==> src/rtl/io_fair_share_budget_throttle_unit_assert.svh <==
// ---------------------------------------------------------------------------
// fair-share throttle assertion macros
// clocked property checks, compiled out when ASSERT_OFF is set
// ---------------------------------------------------------------------------
`ifndef IO_FAIR_SHARE_BUDGET_THROTTLE_UNIT_ASSERT_SVH
`define IO_FAIR_SHARE_BUDGET_THROTTLE_UNIT_ASSERT_SVH

`ifndef ASSERT_OFF
// property checked at every rising edge outside reset
`define IFST_ASSERT(label, clk, rst, prop) \
  label: assert property (@(posedge clk) disable iff (rst) prop) \
    else $error("ifst assertion failed");
// property checked at every rising edge, reset included
`define IFST_ASSERT_ALWAYS(label, clk, prop) \
  label: assert property (@(posedge clk) prop) \
    else $error("ifst assertion failed");
`else
`define IFST_ASSERT(label, clk, rst, prop)
`define IFST_ASSERT_ALWAYS(label, clk, prop)
`endif

`endif

==> src/rtl/ifst_pkg.sv <==
// ---------------------------------------------------------------------------
// ifst_pkg
// shared types and constants of the fair-share i/o throttle
// ---------------------------------------------------------------------------
package ifst_pkg;

  // default priority range and weight offset
  localparam int PRIO_TOP_DEF    = 10;
  localparam int PRIO_OFFSET_DEF = 5;

  // saturation limits
  localparam logic [62:0] MAX63 = 63'h7FFF_FFFF_FFFF_FFFF;
  localparam logic [30:0] MAX31 = 31'h7FFF_FFFF;
  localparam logic [31:0] MAX32 = 32'hFFFF_FFFF;

  // percent scale
  localparam logic [6:0] PCT_SCALE = 7'd100;

  // action codes
  localparam logic [1:0] ACT_REPORT = 2'd0;
  localparam logic [1:0] ACT_CLOSE  = 2'd1;
  localparam logic [1:0] ACT_QUERY  = 2'd2;

  // register indexes
  localparam logic [1:0] REG_FULL_PCT    = 2'd0;
  localparam logic [1:0] REG_RELEASE_PCT = 2'd1;
  localparam logic [1:0] REG_IDLE_STEP   = 2'd2;

  // register reset values
  localparam logic [6:0] FULL_PCT_RST    = 7'd90;
  localparam logic [6:0] RELEASE_PCT_RST = 7'd80;
  localparam logic [7:0] IDLE_STEP_RST   = 8'd5;

  typedef struct packed {
    logic [1:0]  action;
    logic [30:0] mean_latency;
    logic [30:0] transaction_count;
    logic [3:0]  priority_req;
    logic [30:0] current_limit;
    logic [30:0] issued_count;
    logic        rebalance_pending;
    logic        disk_idle;
    logic [30:0] elapsed_us;
    logic [30:0] idle_us;
  } in_t;

  typedef struct packed {
    logic [30:0] new_limit;
    logic        may_issue;
    logic [6:0]  busy_pct;
  } out_t;

endpackage

==> src/rtl/ifst_div.sv <==
// ---------------------------------------------------------------------------
// ifst_div
// shared restoring divider, one quotient bit per cycle
// ---------------------------------------------------------------------------
module ifst_div
  import ifst_pkg::*;
#(
  parameter int NW = 68,
  parameter int DW = 64
) (
  input  logic          clk,
  input  logic          rst,
  input  logic          start,
  input  logic [NW-1:0] dividend,
  input  logic [DW-1:0] divisor,
  output logic          done,
  output logic [NW-1:0] quotient
);

  localparam int CW = $clog2(NW + 1);

  logic          busy;
  logic [CW-1:0] cnt;
  logic [DW-1:0] rem;
  logic [DW-1:0] dsr;
  logic [NW-1:0] quo;
  logic [DW:0]   trial;
  logic          ge;

  // trial subtract of the next dividend bit
  always_comb begin
    trial = {rem, quo[NW-1]};
    ge    = (trial >= {1'b0, dsr});
  end

  always_ff @(posedge clk) begin
    if (rst) begin
      busy <= 1'b0;
      done <= 1'b0;
      cnt  <= '0;
    end else begin
      done <= 1'b0;
      if (start) begin
        busy <= 1'b1;
        cnt  <= CW'(NW);
        rem  <= '0;
        dsr  <= divisor;
        quo  <= dividend;
      end else if (busy) begin
        rem <= ge ? DW'(trial - {1'b0, dsr}) : trial[DW-1:0];
        quo <= {quo[NW-2:0], ge};
        cnt <= cnt - 1'b1;
        if (cnt == CW'(1)) begin
          busy <= 1'b0;
          done <= 1'b1;
        end
      end
    end
  end

  assign quotient = quo;

endmodule

==> config.mk <==
export PLATFORM = sky130hd
export DESIGN_NAME = ifst_div
export DESIGN_NICKNAME = d
export VERILOG_FILES = /design/src/rtl/io_fair_share_budget_throttle_unit_assert.svh /design/src/rtl/ifst_pkg.sv /design/src/rtl/ifst_div.sv
export SDC_FILE = /design/constraint.sdc
export NUM_CORES = 1
export LEC_CHECK = 0
export ABC_AREA = 1
export BUFFER_PORTS_ARGS = -buffer_cell sky130_fd_sc_hd__buf_2
export CORE_MARGIN = 5
export CORE_UTILIZATION = 39
export CTS_BUF_LIST = sky130_fd_sc_hd__clkbuf_16
export DETAILED_ROUTE_END_ITERATION = 10
export GPL_ROUTABILITY_DRIVEN = 0
export PLACE_DENSITY_LB_ADDON = 0.2
export SLEW_MARGIN = 40
export SYNTH_ARGS = -nofsm -noshare
export SYNTH_HDL_FRONTEND = slang
export SYNTH_SLANG_ARGS = --single-unit
==> constraint.sdc <==
create_clock -name clk -period 22.6 [get_ports clk]
set_input_delay 2.26 -clock clk [delete_from_list [all_inputs] [get_ports clk]]
set_output_delay 2.26 -clock clk [all_outputs]
set_load 0.03 [all_outputs]
==> results of run 1 <==
state kept, by name, summed over array words and instances, names as in the netlist:
signal,cells
done,1
quotient,68
cnt,7
rem,64
busy,1
dsr,64
per-stage QoR:
| stage | utilization [%] | instances | total power, mW | hold WS [ps] | worst slack (ps) |
|---|---|---|---|---|---|
| 2_1_floorplan | - | 2187 | 0.829 | 439 | 13700 |
| 3_3_place_gp | 43.4 | 2865 | 0.954 | 449 | 17010 |
| 3_5_place_dp | 43.4 | 2865 | 0.958 | 458 | 16980 |
| 4_1_cts | 45.5 | 2907 | 1.36 | 470 | 17560 |
| 5_1_grt | 45.6 | 2907 | 1.44 | 497 | 17790 |
| 6_report | 45.6 | 2907 | 1.34 | 467 | 18000 |
cell type report:
type / instances / area, µm²
Fill cell: 3968 / 20400
Multi-Input combinational cell: 1506 / 6940
Sequential cell: 205 / 6070
Inverter: 435 / 1640
Timing Repair Buffer: 208 / 1060
Tap cell: 511 / 639
Clock buffer: 24 / 601
Clock inverter: 18 / 188
per-layer routing:
layer / routed length [µm] / up-vias
li1: - / 7003
met1: 19600 / 6078
met2: 18700 / 441
met3: 3750 / 79
met4: 1490 / 4
met5: 25 / -
power breakdown:
| group | total, mW | switching, mW | internal [mW] |
|---|---|---|---|
| Sequential | 0.488 | 0.0196 | 0.468 |
| Combinational | 0.465 | 0.317 | 0.148 |
| Clock | 0.391 | 0.162 | 0.229 |
worst paths after layout:
path	from	end	slack (ps)	cells past startpoint
max	start	rem[32]$_SDFFCE_PP0P_	18000	7
min	cnt[5]$_SDFFE_PP0P_	cnt[5]$_SDFFE_PP0P_	470	2
max reg2reg	rem[7]$_SDFFCE_PP0P_	rem[46]$_SDFFCE_PP0P_	18970	16
min reg2reg	cnt[5]$_SDFFE_PP0P_	cnt[5]$_SDFFE_PP0P_	470	2
worst max-delay path: stages:
cell and delay (ps):
buf_2 70, buf_4 550, inv_4 440, nor2_4 220
inv_1 120, nand2_8 380, buf_6 580
kinds of logic after synthesis:
family / Yosys count / share of synthesized area [%]
buffers and inverters: 476 / 12.4
adders and majority gates: 67 / 5.71
and+or+nand+nor: 1342 / 36.8
xor gates and xnor gates: 32 / 1.89
DFF: 205 / 41.0
AOI/OAI and AO/OA: 65 / 2.25
cells in the mapped netlist (2+ instances only):
cell        n
nand3b_1   55
nand2_4     2
nor2_1    243
xnor2_1     2
nand3_1    65
nand2_1   934
ha_1       66
inv_2       5
nand4_1    10
clkbuf_1   18
inv_1     429
nor3_1      7
buf_2      16
nor4_1      4
xor2_1     30
dfxtp_1     9
a21oi_1    49
nand2_2     4
buf_1       4
nor2_2      7
o21ai_0    12
buf_6       3
and2_1      3
edfxtp_1  196
or2_2       2
nand3_2     2
and3_1      2
==> results, run 1 <==
- Once the floorplan was initialized, standard cells occupied about two fifths of the core.
- The first global-routing pass estimated ~69 mm of wire.
- The mean routed wirelength per cell is 15.0 µm.
- The final wirelength is 43.6 mm.
- The final count of pins violating max slew is 0.
- TritonCTS built the clock tree.
- The max-capacitance violation count is 0.
- The clock arrives with about 13 ps of skew.
- Counting flops with a built-in enable in the synthesized netlist gives 196.
- The fraction of met1 tracks used by global routing is between 20% and 30%.
- Of the synthesized area, sequential elements account for between 40% and 50%.
- The average footprint of a synthesized cell is between 6 and 7 µm².
- Yosys printed 0 warnings.
- The global routing met2 resource utilization is 32.4%.
- Setup violations remaining at the end of the flow were counted as 0.
- The most common flop cell mapped by yosys is edfxtp_1.
- The count of endpoints failing hold in the final timing report is 0.
- The row count is ~70.
- The power density over cell area is a little under 80 nW/µm².
- The post-route netlist has between 10 and 15% of its cells at a drive strength greater than 1.
- The area after detailed placement is roughly 16000 µm².
- The worst voltage drop across the vdd grid is ~0.055 mV.
- The final design instance area without fill is between 15000 and 20000 µm².
- The initial antenna violation count is 3.
- After legalization and detailed placement, the total HPWL measured ~34 mm.
- Once detail routing completed, the nets flagged for antenna violations numbered 0.
- The die span in y is ~200 µm.
- The path class of the tightest hold or removal check is flop to flop.
- Synthesis inferred 205 register bits.
- The clock transition at the registers of the reported paths is 60 ps.
- The cell count after synthesis came out at about 2200.
- The async set-or-reset flop fraction in the synthesized netlist is 0%.
- Entering global routing, the biggest net connects 75 pins.
- Synthesis produced a netlist with a net count of approximately 2400.
- The via count of the first global-routing pass is about 13000.
- The area added between synthesis and finish is 15.7%.
- After clock tree synthesis, the setup repair step added 0 buffers.
- The worst-case headroom to the max-slew limit is a little over half.
- The worst setup path category is input port to flop.
- Dividing the detail-routed via count by the number of cells gives ~4.7.
- In the layout the commonest cells are nand2_1 (933), inv_1 (431), nor2_1 (242), buf_2 (203), edfxtp_1 (196).
- The critical path data arrival time is roughly 4800 ps.
- The first detailed-routing pass ran for 5 iterations.
- Global routing consumed, over all layers together, between 20% and 30% of the routing resources.
- In the global route stage, met3 resource usage came out at ~5.4%.
- The worst-case clock buffer depth is 3.
- The synthesized netlist contains 35 unique library cells.
- In this run the most used layer during global routing was met2.
- The final clock period utilization by the worst path is ~20%.
- The shortest clock period the worst path allows after layout is between 4000 and 5000 ps.
- The number of I/O port buffers is around 200.
- The worst endpoint required time is around 23000 ps.
- For the pin with the worst max-slew slack, the measured transition is 719 ps.
- The clock net in this run drives a total of around 200 sinks.
- The total grt overflow is 0.
- Once the clock tree was built, the resizer swapped 0 gates to a different size.
- The largest fanout on the critical path is 74.
- The floorplan step defined a die boundary enclosing ~42000 µm².
- The area inside the core boundary is roughly 38000 µm².
- The final sum of negative setup slack is 0 ps.
- Leaving out fill and tap cells, the most frequent cell in the layout is nand2_1.
- Detailed routing inserted a total of about 14000 vias.
- After detailed routing, the number of remaining DRC violations is 0.
- After synthesis, the largest area contributor takes up roughly two fifths of total cell area.
- The final net count is 2582.
- The maximum clock frequency is about 220 MHz.
- The number of buffers inserted for hold repair after clock tree synthesis is 0.
- The leakage power total is ~9.4 nW.
- The width of the die is roughly 200 µm.
- CTS built an H-tree with a depth of 1.
- The DRC violation total after the first TritonRoute iteration is around 870.
- The sort of element at the end of the critical path is a flop.
- STA classifies the critical path startpoint as an input port.
- Summed over all instances, the cell type with the most area after synthesis is edfxtp_1.
- Setup repair after global routing left no endpoint under its margin.
- By area the synthesized netlist is led by edfxtp_1 (40%), nand2_1 (24%), inv_1 (11%), nor2_1 (6.2%), ha_1 (5.6%).
- Counting the buffers created by CTS gives 24.
- In this run the count of I/O pins placed on the die edge is about 200.
- The clock reaches the later pin of the worst-skew pair after 550 ps.
- The netlist area before placement is roughly 15000 µm².
- The flow ran to the end, and the final reports show no timing, DRC or antenna violations.
- The root buffer cell chosen for the clock tree is clkbuf_16.
- The number of antenna diodes in the final layout is 0.
Power figures use the tool's default switching activity.
==> run 2, diff against run 1 <==
--- a/config.mk
+++ b/config.mk
@@ -5,7 +5,7 @@
 export SDC_FILE = /design/constraint.sdc
 export NUM_CORES = 1
 export LEC_CHECK = 0
-export ABC_AREA = 1
+export ABC_AREA = 0
 export BUFFER_PORTS_ARGS = -buffer_cell sky130_fd_sc_hd__buf_2
 export CORE_MARGIN = 5
 export CORE_UTILIZATION = 39
==> constraint.sdc (replaced) <==
create_clock -name clk -period 4.5 [get_ports clk]
set_input_delay 0.45 -clock clk [delete_from_list [all_inputs] [get_ports clk]]
set_output_delay 0.45 -clock clk [all_outputs]
set_load 0.03 [all_outputs]
==> run 2 against run 1 <==
Compared with the run above:
- critical endpoint is now rem[47]$_SDFFCE_PP0P_
- clock power rose to 5.1 times the previous value
- worst setup slack lost 17000 ps
- global-route usage decreased by 2.6 points
- non-clock buffer count grew 6
- combinational power grew to 3.5 times the previous value
- highest routed layer unchanged
- power grew to 4.5 times the previous value
- clock-buffer cell count is 1 higher
- register-to-register slack got worse by 18000 ps
- synthesized area is 17% lower
- die area shrank 16%
- routed wire length is 25% lower
==> results, run 2 <==
- The number of gates resized after cts is 0 (unchanged).
- The share of the yosys chip area belonging to registers is 49.3% (was 41.0%).
- The kind of launch point of the worst setup path was a flop (was input port).
- The global router's overall resource usage is 17.8% (was 20.4%).
- The pin count of the biggest net entering global routing is 89 (was 75).
- The worst-case clock buffer depth came to 3 (unchanged).
- The count of clock tree sinks was 205 (unchanged).
- The number of buffers inserted for hold repair after clock tree synthesis was 0 (unchanged).
- The area added between synthesis and finish is 17.8% (was 15.7%).
- The final sum of negative setup slack was 0 ps (unchanged).
- The startpoint of the tightest hold check path is divisor[9] (was cnt[5]$_SDFFE_PP0P_).
- The routed design could run at a clock period as short as about 3600 ps.
- The number of synthesis warnings is 0 (unchanged).
- The path type of the worst min-delay path is input port to flop (was flop to flop).
- The DRC violation total after the first TritonRoute iteration is 458 (was 866).
- The share of the core filled with cells came to 46.2% (was 45.6%).
- The HPWL reported at the end of detailed placement was 24.3 mm (was 34.1 mm).
- The H-tree depth reported by CTS is 1 (unchanged).
- The worst path uses approximately 80% of the clock period.
- The area used by multi-input combinational logic came to 5620 µm² (was 6940 µm²).
- The iteration count of the initial detailed-routing pass was 5 (unchanged).
- The final count of pins violating max slew is 0 (unchanged).
- The first-pass GRT wire length is 51.6 mm (was 69.1 mm).
- The maximum clock frequency is around 280 MHz.
- The netlist area before placement came to 12300 µm² (was 14800 µm²).
- The total grt overflow is 0 (unchanged).
- The post-placement cell count is 1714 (was 2865).
- Commonest cells post-synth: edfxtp_1 (196), nor2_1 (137), a21oi_1 (121) (was nand2_1 (934), inv_1 (429), nor2_1 (243)).
- The async set-or-reset flop fraction in the synthesized netlist is 0% (unchanged).
- The clock tree from TritonCTS is done (unchanged).
- The slew of the pin with the lowest slew margin is 759 ps (was 719 ps).
- The root buffer cell is clkbuf_16 (unchanged).
- The remaining design rule violation count is 0 (unchanged).
- The worst setup path category is flop to flop (was input port to flop).
- The most common cell in the netlist is edfxtp_1 (was nand2_1).
- Largest cells by area after synthesis: edfxtp_1 (48%), ha_1 (6.7%), mux2_2 (6.1%), a21oi_1 (4.9%), nor2_1 (4.2%) (was edfxtp_1 (40%), nand2_1 (24%), inv_1 (11%), nor2_1 (6.2%), ha_1 (5.6%)).
- The source-to-sink clock delay at the later pin of the worst-skew pair was 550 ps (about the same).
- The fraction of final layout cells with drive strength greater than 1 is 25.7% (was 11.1%).
- The number of library cell types mapped by synthesis is 71 (was 35).
- The leading cell type in the layout, fill and taps excluded is buf_2 (was nand2_1).
- The sort of element at the end of the critical path is a flop (unchanged).
- The post-layout worst setup margin is 888 ps (was 18000 ps).
- The average footprint of a synthesized cell is 10.6 µm² (was 6.77 µm²).
- The power density over cell area is 417 nW/µm² (was 78.4 nW/µm²).
- The die span in y is 188 µm (was 205 µm).
- The final wirelength came to 32.6 mm (was 43.6 mm).
- The number of synthesized register bits is 205 (unchanged).
- The critical path data arrival time came to 3870 ps (was 4770 ps).
- The count of endpoints failing hold in the final timing report is 0 (unchanged).
- The number of failing setup endpoints in the final timing report is 0 (unchanged).
- The ratio of routed vias to standard cells is 5.33 (was 4.68).
- Run status: complete, no violations (unchanged).
- The initial core utilization was 39.3% (was 39.4%).
- The worst endpoint required time came to 4760 ps (was 22770 ps).
- The count of nets left with antenna violations after detail routing came to 0 (unchanged).
- The mean routed wirelength per cell is 18.5 µm (was 15.0 µm).
- The number of clock buffers inserted by TritonCTS is 25 (was 24).
- Commonest non-fill, non-tap cells in the layout: buf_2 (202), edfxtp_1 (196), nor2_1 (135), a21oi_1 (121), inv_1 (82) (was nand2_1 (933), inv_1 (431), nor2_1 (242), buf_2 (203), edfxtp_1 (196)).
- The die outline area was 35200 µm² (was 42000 µm²).
- RSZ-0062 raised after global routing: false (unchanged).
- The worst-case headroom to the max-slew limit is 49.4% (was 52.1%).
- The worst voltage drop across the vdd grid came to 0.282 mV (was 0.0553 mV).
- The capture point of the worst reg-to-reg path is rem[47]$_SDFFCE_PP0P_ (was rem[46]$_SDFFCE_PP0P_).
- The total number of vias is 9404 (was 13605).
- The final instance count without filler cells is 1765 (was 2907).
- The cell type with the highest aggregate area in the netlist is edfxtp_1 (unchanged).
- The number of I/O port buffers is 203 (unchanged).
- The number of ports placed on the die boundary is 204 (unchanged).
- Cell-by-cell trace of the critical path: ha_1, nand4_1, or3_1, o221ai_2, a32oi_2, a31oi_2, a31oi_4, inv_2, buf_4, mux2i_1, nor2_1 (was buf_2, buf_4, inv_4, nor2_4, inv_1, nand2_8, buf_6).
- The highest cell delay on the worst timing path is 450 ps (was 580 ps).
- The via count of the first global-routing pass is 9654 (was 13313).
- The final net count is 1541 (was 2582).
- The leakage power total was 6.04 nW (was 9.39 nW).
- The initial antenna violation count is 8 (was 3).
- The buffers inserted during post-CTS setup optimization is 0 (unchanged).
- The beginning of the worst register-to-register path was rem[10]$_SDFFCE_PP0P_ (was rem[7]$_SDFFCE_PP0P_).
- The row count is 65 (was 71).
- The synthesized netlist cell count is 1158 (was 2187).
- The post-placement setup slack is 899 ps (was 16980 ps).
- The number of flip-flops in the largest register came to 68 (unchanged).
- The area share of the largest cell type after synthesis was 47.9% (was 39.7%).
- The area taken by flip-flops and latches was 6070 µm² (unchanged).
- The area inside the core boundary is 31300 µm² (was 37600 µm²).
- The max-capacitance violation count came to 0 (unchanged).
- The width of the die is 188 µm (was 205 µm).
- The most common flop cell mapped by yosys was edfxtp_1 (unchanged).
- The number of enable-type register cells in the synthesized netlist is 196 (unchanged).
- The largest fanout on the critical path is 16 (was 74).
- The capture endpoint of the worst hold path is dsr[9]$_DFFE_PP_ (was cnt[5]$_SDFFE_PP0P_).
- The worst reg2reg path depth is 11 (was 16).
- The slowest cell on the critical path is ha_1 (was buf_6).
- The net count after synthesis is 1360 (was 2389).
- The clock transition at the registers of the reported paths is 60 ps (about the same).
- The hold path depth is 1 (was 2).
- The final clock skew is 18.3 ps (was 13.2 ps).
- The slack of the worst reg-to-reg path is 890 ps (was 18970 ps).
- The number of filler instances in the final layout is 2942 (was 3968).
-- run 2: cell type report --
class / count / share of cell area, %
inverter: 82 / 2.13
clock buffer: 25 / 4.32
clock inverter: 21 / 1.23
multi-input combinational: 811 / 38.8
timing repair buffer: 214 / 8.04
sequential: 205 / 41.9
tap: 402 / 3.47
antenna: 5 / 0.0864
-- run 2: kinds of logic after synthesis --
family	share of synthesized area (%)
buf+inv	5.03
compound gates	14.5
flops	49.3
xor+xnor	4.27
fa+ha+maj	6.88
simple gates	12.0
mux	7.93
-- run 2: metal layers --
metal	GRT usage (%)	vias to the layer above	wire, µm	share of wire, %
li1	-	4598	-	-
met1	23.2	4444	14300	44
met2	29.4	308	14800	45
met3	5.57	48	2800	8.6
met4	3.84	6	668	2.0
met5	0	-	33	0.10
-- run 2: how the worst max path moves through the flow --
stage | cells after the start | startpoint | to
floorplan | 3 | start | dsr[0]$_DFFE_PP_
global placement | 12 | rem[19]$_SDFFCE_PP0P_ | rem[45]$_SDFFCE_PP0P_
detailed placement | 11 | rem[9]$_SDFFCE_PP0P_ | rem[50]$_SDFFCE_PP0P_
CTS | 11 | rem[10]$_SDFFCE_PP0P_ | rem[47]$_SDFFCE_PP0P_
global route | 11 | rem[10]$_SDFFCE_PP0P_ | rem[47]$_SDFFCE_PP0P_
finish | 11 | rem[10]$_SDFFCE_PP0P_ | rem[47]$_SDFFCE_PP0P_
-- run 2: power breakdown --
group,internal (mW),switching [mW]
Sequential,2.30,0.0818
Combinational,0.655,0.995
Clock,1.14,0.867
Total,4.10,1.94
-- run 2: stage by stage --
stage / hold WS (ps) / power [mW] / instance area, µm²
final: 70.6 / 6.04 / 14500
after global placement: 483 / 4.05 / 13600
after global routing: 51.4 / 6.37 / 14500
after floorplan: 468 / 3.66 / 12300
after CTS: 42.8 / 6.10 / 14500
after detailed placement: 499 / 4.07 / 13700
-- run 2: critical path: cells and delay by family (launching register included) --
kind	cells	cell delay (ps)
AO/OA/AOI/OAI	4	940
buffers and inverters	2	660
AND/OR/NAND/NOR	3	630
adder cells (fa/ha/maj)	1	450
flip-flops	1	390
multiplexers	1	230
==> run 3, diff against run 2 <==
--- a/config.mk
+++ b/config.mk
@@ -5,7 +5,7 @@
 export SDC_FILE = /design/constraint.sdc
 export NUM_CORES = 1
 export LEC_CHECK = 0
-export ABC_AREA = 0
+export ABC_AREA = 1
 export BUFFER_PORTS_ARGS = -buffer_cell sky130_fd_sc_hd__buf_2
 export CORE_MARGIN = 5
 export CORE_UTILIZATION = 39
==> constraint.sdc (replaced) <==
create_clock -name clk -period 3.54 [get_ports clk]
set_input_delay 0.354 -clock clk [delete_from_list [all_inputs] [get_ports clk]]
set_output_delay 0.354 -clock clk [all_outputs]
set_load 0.03 [all_outputs]
==> run 3 against run 2 <==
Compared with the run above:
- non-clock buffer count grew 62
- first-iteration DRC count is 130% higher
- sequential share of layout area shrank 8.1 points
- final area increased by 24%
- critical path depth up 1
- routed wire length is 37% higher
- fmax increased by 20%
- sequential power up 31%
- worst setup slack worse by 370 ps
- clock-buffer cell count rose by 1
- flip-flop and latch count stayed put
==> results, run 3 (synthesized netlist as in run 1, its figures left out) <==
- The iteration count of the initial detailed-routing pass came to 6 (was 5).
- The total number of vias was 13869 (was 9404).
- The global router's overall resource usage was 21.0% (was 17.8%).
- The final count of pins violating max slew was 0 (unchanged).
- The final clock skew is 21.2 ps (was 18.3 ps).
- The area added between synthesis and finish is 21.2% (was 17.8%).
- The final clock period utilization by the worst path is 85.2% (was 80.3%).
- The worst setup path category is flop to flop (unchanged).
- The count of endpoints failing hold in the final timing report is 0 (unchanged).
- The clock network fraction of design power is 31.2% (was 33.2%).
- The leading cell type in the layout, fill and taps excluded was nand2_1 (was buf_2).
- The number of inserted diodes is 0 (was 5).
- The area taken by flip-flops and latches is 6070 µm² (unchanged).
- The maximum clock frequency came to 332 MHz (was 277 MHz).
- The net switching share of the total power is 36.4% (was 32.2%).
- The DRC violation total after the first TritonRoute iteration is 1032 (was 458).
- The final sum of negative setup slack is 0 ps (unchanged).
- The die outline area is 42000 µm² (was 35200 µm²).
- Run status: complete, no violations (unchanged).
- The internal portion of total power came to 5.70 mW (was 4.10 mW).
- The relative contribution of sequential cells to total power is 34.7% (was 39.4%).
- The initial antenna violation count is 1 (was 8).
- The leakage power total is 9.75 nW (was 6.04 nW).
- The largest fanout on the critical path is 50 (was 16).
- The capture endpoint of the worst hold path is quotient[22]$_DFFE_PP_ (was dsr[9]$_DFFE_PP_).
- The number of I/O port buffers is 203 (unchanged).
- The area after detailed placement came to 16400 µm² (was 13700 µm²).
- The final design instance area without fill came to 18000 µm² (was 14500 µm²).
- The slack of the worst reg-to-reg path was 520 ps (was 890 ps).
- The kind of launch point of the worst setup path is a flop (unchanged).
- The count of nets left with antenna violations after detail routing is 0 (unchanged).
- The capture point of the worst reg-to-reg path is rem[61]$_SDFFCE_PP0P_ (was rem[47]$_SDFFCE_PP0P_).
- The startpoint of the tightest hold check path is dividend[22] (was divisor[9]).
- The critical path data arrival time is 3330 ps (was 3870 ps).
- The worst-case clock buffer depth is 3 (unchanged).
- The clock transition at the registers of the reported paths is 60 ps (about the same).
- The die span in y is 205 µm (was 188 µm).
- The path type of the worst min-delay path was input port to flop (unchanged).
- The total grt overflow came to 0 (unchanged).
- The power after layout came to 8.97 mW (was 6.04 mW).
- The area used by multi-input combinational logic is 6940 µm² (was 5620 µm²).
- The worst-case headroom to the max-slew limit came to 48.8% (was 49.4%).
- The width of the die is 205 µm (was 188 µm).
- The clock tree from TritonCTS is done (unchanged).
- The share of the core filled with cells is 47.8% (was 46.2%).
- The source-to-sink clock delay at the later pin of the worst-skew pair came to 570 ps (was 550 ps).
- The ratio of routed vias to standard cells is 4.65 (was 5.33).
- The root buffer cell is clkbuf_16 (unchanged).
- The first-pass GRT wire length was 71.0 mm (was 51.6 mm).
- The worst voltage drop across the vdd grid is 0.405 mV (was 0.282 mV).
- The shortest clock period the worst path allows after layout was 3020 ps (was 3610 ps).
- The worst reg2reg path depth is 12 (was 11).
- The final net count is 2652 (was 1541).
- Commonest non-fill, non-tap cells in the layout: nand2_1 (933), inv_1 (435), nor2_1 (242), buf_2 (203), edfxtp_1 (196) (was buf_2 (202), edfxtp_1 (196), nor2_1 (135), a21oi_1 (121), inv_1 (82)).
- The via count of the first global-routing pass is 13713 (was 9654).
- The number of filler instances in the final layout is 3924 (was 2942).
- The HPWL reported at the end of detailed placement is 34.6 mm (was 24.3 mm).
- The row count is 71 (was 65).
- The H-tree depth reported by CTS was 1 (unchanged).
- The post-placement cell count is 2869 (was 1714).
- The remaining design rule violation count came to 0 (unchanged).
- The area inside the core boundary is 37600 µm² (was 31300 µm²).
- The initial core utilization is 39.4% (was 39.3%).
- The final wirelength is 44.8 mm (was 32.6 mm).
- The number of failing setup endpoints in the final timing report was 0 (unchanged).
- The slew of the pin with the lowest slew margin is 768 ps (was 759 ps).
- The number of ports placed on the die boundary came to 204 (unchanged).
- The hold path depth is 3 (was 1).
- The beginning of the worst register-to-register path is rem[51]$_SDFFCE_PP0P_ (was rem[10]$_SDFFCE_PP0P_).
- The final instance count without filler cells is 2981 (was 1765).
- RSZ-0062 raised after global routing: false (unchanged).
- The sort of element at the end of the critical path is a flop (unchanged).
- The combinational cell fraction of total power came to 34.1% (was 27.3%).
- The number of clock buffers inserted by TritonCTS is 26 (was 25).
- The net switching power figure was 3.27 mW (was 1.94 mW).
- The max-capacitance violation count came to 0 (unchanged).
- The number of flip-flops in the largest register is 68 (unchanged).
- The pin count of the biggest net entering global routing is 74 (was 89).
- The worst endpoint required time is 3850 ps (was 4760 ps).
- The mean routed wirelength per cell is 15.0 µm (was 18.5 µm).
- The count of clock tree sinks is 205 (unchanged).
- The fraction of final layout cells with drive strength greater than 1 was 11.2% (was 25.7%).
- The power density over cell area is 500 nW/µm² (was 417 nW/µm²).
-- run 3: layer usage --
metal / routed length (µm) / GRT usage, % / up-vias / share of wire (%)
met5: 13 / 0 / - / 0.029
met4: 1380 / 5.74 / 2 / 3.1
met1: 20200 / 28.4 / 6153 / 45
li1: - / - / 7158 / -
met3: 3540 / 4.50 / 80 / 7.9
met2: 19600 / 34.3 / 476 / 44
-- run 3: repair_timing --
item / in CTS / in global routing
hold endpoints to repair: 64 / 0
resized for setup: 0 / 0
buffers inserted: 0 / 0
hold buffers: 64 / 0
-- run 3: final cells by class --
| class | count | share of cell area, % |
|---|---|---|
| Timing Repair Buffer | 276 | 9.81 |
| Multi-Input combinational cell | 1506 | 38.6 |
| Tap cell | 511 | 3.56 |
| Clock inverter | 22 | 1.47 |
| Clock buffer | 26 | 3.62 |
| Sequential cell | 205 | 33.8 |
| Inverter | 435 | 9.11 |
-- run 3: worst max-delay path, stage by stage, from the launching register on --
cell and delay, ps:
edfxtp_1 410, ha_1 380, nand2_1 160, inv_1 50, a21oi_1 280, nor2_1 90
o21bai_1 240, nand3_2 140, nor2_4 130, buf_4 520, nand3b_1 150, nand2_1 110
nor2_1 60
-- run 3: power groups by stage --
stage	clock [mW]	combinational [mW]	sequential [mW]
4_1_cts	2.88	3.06	3.12
2_1_floorplan	0	2.02	3.26
5_1_grt	2.99	3.47	3.14
3_3_place_gp	0	2.95	3.16
3_5_place_dp	0	2.99	3.16
6_report	2.80	3.06	3.11
-- run 3: worst max-delay path by stage --
stage,startpoint,end,slack (ps),cells past startpoint
global route,rem[1]$_SDFFCE_PP0P_,rem[44]$_SDFFCE_PP0P_,280,16
CTS,rem[51]$_SDFFCE_PP0P_,rem[44]$_SDFFCE_PP0P_,530,12
global placement,rem[51]$_SDFFCE_PP0P_,rem[33]$_SDFFCE_PP0P_,590,12
floorplan,start,quotient[0]$_DFFE_PP_,240,5
finish,rem[51]$_SDFFCE_PP0P_,rem[61]$_SDFFCE_PP0P_,520,12
detailed placement,rem[51]$_SDFFCE_PP0P_,rem[44]$_SDFFCE_PP0P_,550,12
-- run 3: metrics by stage --
stage | setup WS [ps] | hold WS [ps]
floorplan | 243 | 439
global placement | 587 | 449
detailed placement | 554 | 459
CTS | 535 | 31.0
global route | 280 | 50.0
finish | 523 | 62.0
